[src/sv/ise_pkg.sv]
// ---------------------------------------------------------------------------
// ise_pkg
// Shared types and constants of the interval set engine.
// ---------------------------------------------------------------------------
package ise_pkg;
	localparam int MaxRanges = 64;
	localparam int PositionBits = 32;
	localparam int IdxBits = $clog2(MaxRanges);
	localparam int CntBits = $clog2(MaxRanges + 1);

	typedef logic [PositionBits-1:0] pos_t;
	typedef logic [IdxBits-1:0] idx_t;
	typedef logic [CntBits-1:0] cnt_t;

	typedef enum logic [1:0] {
		KIND_ADD = 2'd0,
		KIND_SUB = 2'd1,
		KIND_POP = 2'd2,
		KIND_NOP = 2'd3
	} kind_t;

	typedef struct packed {
		logic [1:0] kind;
		pos_t range_start;
		pos_t range_end;
		pos_t center_position;
		pos_t chunk_length;
	} req_t;

	typedef struct packed {
		logic [31:0] chunk_start;
		logic [31:0] chunk_end;
		logic chunk_found;
		logic table_overflow;
		logic [6:0] range_count;
	} rsp_t;

	// One sequencer step each state; memory reads are registered and return in the next cycle.
	typedef enum logic [4:0] {
		ST_IDLE,
		ST_DECODE,
		ST_SCAN_RD,
		ST_SCAN_WT,
		ST_SCAN_EV,
		ST_ADD_HI_RD,
		ST_ADD_HI_WT,
		ST_ADD_HI_EV,
		ST_ADD_FIX,
		ST_SUB_CHK_RD,
		ST_SUB_CHK_WT,
		ST_SUB_CHK_EV,
		ST_SUB_RD,
		ST_SUB_WT,
		ST_SUB_EV,
		ST_POP_RD,
		ST_POP_WT,
		ST_POP_EV,
		ST_POP_DIV,
		ST_POP_FIN,
		ST_SHIFT_RD,
		ST_SHIFT_WT,
		ST_SHIFT_WR,
		ST_DONE
	} state_t;
endpackage

[src/sv/ise_div.sv]
// ---------------------------------------------------------------------------
// ise_div
// Restoring divider that returns the quotient one bit per cycle.
// ---------------------------------------------------------------------------
module ise_div (
	input logic clk,
	input logic arst_n,
	input logic start,
	input ise_pkg::pos_t dividend,
	input ise_pkg::pos_t divisor,
	output logic busy,
	output ise_pkg::pos_t quotient
);
	localparam int W = ise_pkg::PositionBits;
	localparam int CB = $clog2(W + 1);
	logic [CB-1:0] cnt_q;
	ise_pkg::pos_t q_q;
	ise_pkg::pos_t d_q;
	logic [W:0] r_q;
	logic [W:0] trial;

	assign trial = {r_q[W-1:0], q_q[W-1]} - {1'b0, d_q};
	assign busy = (cnt_q != '0);
	assign quotient = q_q;

	always_ff @(posedge clk or negedge arst_n) begin
		if (!arst_n) begin
			cnt_q <= '0;
		end else if (start) begin
			cnt_q <= CB'(W);
		end else if (busy) begin
			cnt_q <= cnt_q - 1'b1;
		end
	end

	always_ff @(posedge clk) begin
		if (start) begin
			q_q <= dividend;
			d_q <= divisor;
			r_q <= '0;
		end else if (busy) begin
			if (!trial[W]) begin
				r_q <= trial;
				q_q <= {q_q[W-2:0], 1'b1};
			end else begin
				r_q <= {r_q[W-1:0], q_q[W-1]};
				q_q <= {q_q[W-2:0], 1'b0};
			end
		end
	end
endmodule
[config.mk]
export PLATFORM = sky130hd
export DESIGN_NAME = ise_div
export DESIGN_NICKNAME = d
export VERILOG_FILES = /design/src/sv/ise_pkg.sv /design/src/sv/ise_div.sv
export SDC_FILE = /design/constraint.sdc
export NUM_CORES = 1
export LEC_CHECK = 0
export ABC_AREA = 1
export BUFFER_PORTS_ARGS = -buffer_cell sky130_fd_sc_hd__buf_2
export CAP_MARGIN = 20
export CORE_ASPECT_RATIO = 0.7
export CORE_MARGIN = 3
export CORE_UTILIZATION = 30
export DETAILED_ROUTE_END_ITERATION = 10
export PLACE_DENSITY = 0.54
export SYNTH_ARGS = -nofsm -noshare
export SYNTH_HDL_FRONTEND = slang
export SYNTH_SLANG_ARGS = --single-unit
[constraint.sdc]
create_clock -name clk -period 2.8 [get_ports clk]
set_input_delay 0.56 -clock clk [delete_from_list [all_inputs] [get_ports clk]]
set_output_delay 0.56 -clock clk [all_outputs]
set_load 0.03 [all_outputs]
Word level (Yosys, flattened, before mapping)
Index checks and enable logic that the tools add are counted.
W data, S select, Z words.
{"block": "classes", "add_sub_neg": 2, "mux": 6, "reduce_logical": 2}
{"cell": "$mux W32", "count": 3}
{"cell": "$sub A33 B32 Y33", "count": 1}
{"cell": "$mux W6", "count": 2}
{"cell": "$reduce_bool A6 Y1", "count": 1}
{"cell": "$sub A6 B1 Y6 const B", "count": 1}
{"cell": "$reduce_bool A2 Y1", "count": 1}
{"cell": "$mux W1", "count": 1}
{"block": "totals", "reg_bits": 102, "input_bits": 67}

Depth between registers and ports, before layout
{"block": "logic_depth", "depth_word": 4, "mapped_depth": 19, "ltp_nobuf": 18}

Worst setup path before layout
No wires, ideal clock.
{"block": "synth_path", "path_type": "reg-to-reg", "start": "register q_q[31] (netlist: quotient[31])", "end": "register q_q[0] (netlist: quotient[0]) (data pin)", "arrival_time_ns": 2.226, "setup_slack_ns": 0.308, "path_stages_with_launch": 17, "path_buffers": 1, "synth_period_minus_slack_ns": 2.492, "path_cell_list": "edfxtp_1 > inv_1 > ha_1 > fa_1 > inv_1 > nand2_1 > nand2_1 > nand3_1 > nand2_2 > nand2_2 > nand2_2 > nand2_4 > nand2_4 > nand2_4 > nand2_8 > buf_12 > o21ai_1"}
{"block": "synth_between", "elab_chain_cells": 4}
{"element": "start, declared", "line": "ise_div.sv:17", "text": "ise_pkg::pos_t q_q;"}
{"element": "start signal, assigned", "line": "ise_div.sv:38", "text": "q_q <= dividend;"}
{"element": "start signal, assigned", "line": "ise_div.sv:44", "text": "q_q <= {q_q[W-2:0], 1'b1};"}
{"element": "start signal, assigned", "line": "ise_div.sv:47", "text": "q_q <= {q_q[W-2:0], 1'b0};"}
{"element": "$sub A33 B32 Y33", "line": "ise_div.sv:22", "text": "assign trial = {r_q[W-1:0], q_q[W-1]} - {1'b0, d_q};"}
{"element": "$mux W1", "line": "ise_div.sv:42", "text": "if (!trial[W]) begin"}
{"element": "$mux W32", "line": "ise_div.sv:41", "text": "end else if (busy) begin"}
{"element": "$mux W32", "line": "ise_div.sv:37", "text": "if (start) begin"}
No other way between the ends. The select of a mux whose other input is x is not followed.
A chain may end at the register's enable or synchronous reset.

Final worst setup path
{"block": "layout_path", "start": "register q_q[31] (netlist: quotient[31])", "end": "register r_q[30]"}
{"block": "layout_between", "elab_chain_cells": 2}
{"element": "$sub A33 B32 Y33", "line": "ise_div.sv:22"}
{"element": "$mux W32", "line": "ise_div.sv:42"}
{"element": "end signal, assigned", "line": "ise_div.sv:43", "text": "r_q <= trial;"}
{"element": "end signal, assigned", "line": "ise_div.sv:46", "text": "r_q <= {r_q[W-1:0], q_q[W-1]};"}
{"element": "end, declared", "line": "ise_div.sv:19", "text": "logic [W:0] r_q;"}
No other way between the ends.

==> metrics.md <==
| Metric | Value |
|---|---|
| RSZ-0062 raised after global routing | `true` |
| Post-DP Area | `0.00798 mm²` |
| Syn_area_per_cell | `6.71 µm²` |
| Dominant cell type by area after synthesis | `edfxtp_1` |
| Largest net degree at the start of global routing | `99` |
| Endpoints failing hold | `0` |
| Maximum root-to-sink buffer count | `2` |
| Layout cells sized above 1 | `14.9%` |
| Mux cell area share after synthesis | `0%` |
| Final std cells w/o fill | `1480` |
| Area Growth Syn to Fin | `16.2%` |
| Synth Area in Simple Gates | `39.4%` |
| CTS Buf Count | `9` |
| Max cap viols | `0` |
| Ranking of synthesized cells by area | `edfxtp_1 27%, nand2_1 21%, inv_1 10%, dfxtp_1 9.0%, nand3_1 6.9%` |
| Worst Slack Setup Final | `0.256 ns` |
| Initial Util | `31.1%` |
| Post-synth EDFFs | `64` |
| CP peak stage delay | `0.40 ns` |
| Core Area | `0.0230 mm²` |
| R2r setup slk | `0.26 ns` |
| Vias | `6521` |
| Placer Congestion | `0.918` |
| Critical-path cell list | `inv_1 > ha_1 > fa_1 > inv_1 > nand2_1 > nand2_1 > nand3_1 > nand2_2 > nand2_2 > nand2_2 > nand2_4 > nand2_4 > nand2_4 > nand2_8 > nor2_1 > nor2_1 > nor2_1` |
| Dpl ws | `0.241 ns` |
| Reg clk slew, reported paths | `0.08 ns` |
| Relative slew slack | `67.0%` |
| Peak supply drop | `362 µV` |
| 1st-iter DRT viols | `360` |
| Largest family of logic cells by synthesized area | `simple AND/OR/NAND/NOR gates` |
| Worst Tran Pin Value | `0.495 ns` |
| Post-CTS setup-driven buffer insertion count | `0` |
| CP arrival | `2.80 ns` |
| Ant diodes | `0` |
| Worst path required time | `3.06 ns` |
| Residual DRC count | `0` |
| Worst skew pair latency | `0.37 ns` |
| Slowest stage cell, crit path | `fa_1` |
| IO Port Bufs | `99` |
| Die H | `135 µm` |
| Initial antenna violation count | `0` |
| Syn_nets | `1167` |
| Adder-cell area share of the yosys netlist | `6.05%` |
| Tmin final | `2.54 ns` |
| Number of global-route vias before repair | `6026` |
| Power Dens Cells | `858 mW/mm²` |
| Unique cell type count in the Yosys netlist | `37` |
| CTS Sinks | `102` |
| Cells after synthesis | `1066` |
| Critical path peak fanout | `17` |
| Setup crit end kind | `flop` |
| Final Max Slew Viols | `0` |
| Worst setup SP type | `flop` |
| Hold/Removal Path Class | `in -> reg` |
| Placed Instances | `1462` |
| Post-synth top area share | `26.9%` |
| Area fraction in compound gates after synthesis | `2.47%` |
| Die X | `191 µm` |
| Setup Skew | `0.0133 ns` |
| DP Wirelength | `14.3 mm` |
| Fmax | `393 MHz` |
| H-Tree Level Count | `3` |
| Static Leakage | `4.77 nW` |
| Crit share post-route | `90.9%` |
| Outcome | `complete, no violations` |
| Per-cell routed wire length | `12.8 µm` |
| Gr usage total | `15.0%` |
| Number of nets in the layout | `1264` |
| Post-synth ARST share | `5.88%` |
| Clock root buffer | `clkbuf_16` |
| Row Count | `46` |
| Synthesized flop and latch total | `102` |
| I/O pins | `100` |
| Synth Flop Type | `edfxtp_1` |
| Final antenna-violating net count | `0` |
| DR pass1 iterations | `5` |
| Ys Warns | `0` |
| Setup Viol. Count Final | `0` |
| DRT Wirelength | `19.0 mm` |
| Sequential area share after synthesis | `37.9%` |
| Die Area | `0.0258 mm²` |
| Overflow left after global routing | `0` |
| XOR/XNOR Fraction of Synth Area | `1.71%` |
| First-pass GRT wire length | `30.7 mm` |
| Via density | `4.41` |
| Syn Std Cell Area | `0.00715 mm²` |
| Clock tree from TritonCTS | `done` |
| Critical path type | `reg -> reg` |
| Final Cell Area | `0.00831 mm²` |
-- final cells by class --
cell class | instances | area [µm²]
clock buffers | 11 | 243
clock inverters | 5 | 43.8
fillers | 2542 | 14700
inverters | 202 | 758
multi-input cells | 740 | 3580
flip-flops and latches | 102 | 2710
well taps | 312 | 390
repair buffers | 108 | 581
-- placed cells by master, fill, tap and decap left out, drive strengths merged, types with 3 or more instances in the layout --
cell type	instances
xor2	13
clkbuf	11
a21oi	20
dfrtp	6
nand4	6
nor3	9
inv	206
nand3	100
buf	107
edfxtp	64
dfxtp	32
nand2	428
ha	33
and2	3
nor2	111
o21ai	7
nand3b	3
-- logic make-up (layout without fill, tap and decap cells) --
logic type | Yosys count | count (layout)
adder cells (fa/ha/maj) | 34 | 34
flip-flops | 102 | 102
AND/OR/NAND/NOR | 661 | 662
AO/OA/AOI/OAI | 30 | 30
XOR/XNOR | 14 | 14
buffers and inverters | 225 | 326
-- metal layers --
layer | up-vias | part of all wire [%] | routed length (µm) | track usage (%)
met5 | - | 0 | 0 | 0
met2 | 154 | 38 | 7130 | 20.1
met3 | 15 | 7.0 | 1340 | 4.16
met4 | 0 | 0.90 | 171 | 3.26
met1 | 2907 | 55 | 10400 | 23.5
li1 | 3445 | - | - | -
-- critical path, delay by kind of cell (launching register included) --
family                   cells  cell delay, ns
AND/OR/NAND/NOR             13            1.27
adder cells (fa/ha/maj)      2            0.61
flip-flops                   1            0.38
buffers and inverters        2            0.16
-- repair_timing --
action                     CTS  global route
setup endpoints to repair    0            12
resized for setup            0             2
hold buffers                 1             0
hold endpoints to repair     6             0
-- cells in the mapped netlist, types with 9 or more instances --
master / n
a21oi_1: 17
clkbuf_1: 11
dfxtp_1: 32
edfxtp_1: 64
ha_1: 33
inv_1: 196
nand2_1: 392
nand2_2: 29
nand3_1: 98
nor2_1: 106
nor3_1: 9
xor2_1: 13
-- final timing paths --
check,start,to,cells past startpoint
worst min register to register,quotient[17]$_DFFE_PP_,quotient[18]$_DFFE_PP_,2
max in group asynchronous,arst_n,cnt_q[0]$_DFFE_PN0P_,2
min in group asynchronous,arst_n,cnt_q[1]$_DFFE_PN0P_,2
worst min-delay path,divisor[26],d_q[26]$_DFFE_PP_,1
worst max-delay path,quotient[31]$_DFFE_PP_,r_q[30]$_SDFFE_PP0P_,17
worst max register to register,quotient[31]$_DFFE_PP_,r_q[30]$_SDFFE_PP0P_,17
-- per-stage QoR --
step                hold slack, ns  util, %  total power [mW]  setup TNS [ns]
floorplan                    0.264        -              4.95               0
global placement             0.396     34.7              5.80               0
detailed placement           0.390     34.7              5.81               0
CTS                          0.341     36.0              7.13               0
global route                 0.343     36.1              7.78        -0.00601
finish                       0.359     36.1              7.13               0
-- power breakdown --
part	internal [mW]	switching, mW	leakage, nW	total (mW)
registers	1.96	0.227	1.00	2.18
logic	1.21	2.46	3.63	3.67
clock network	0.645	0.627	0.142	1.27
total	3.81	3.32	4.77	7.13
-- registers in the layout, indices dropped and copies added, names as in the netlist --
name,count
quotient,32
cnt_q,6
d_q,32
r_q,32
(Power assumes the default switching activity.)
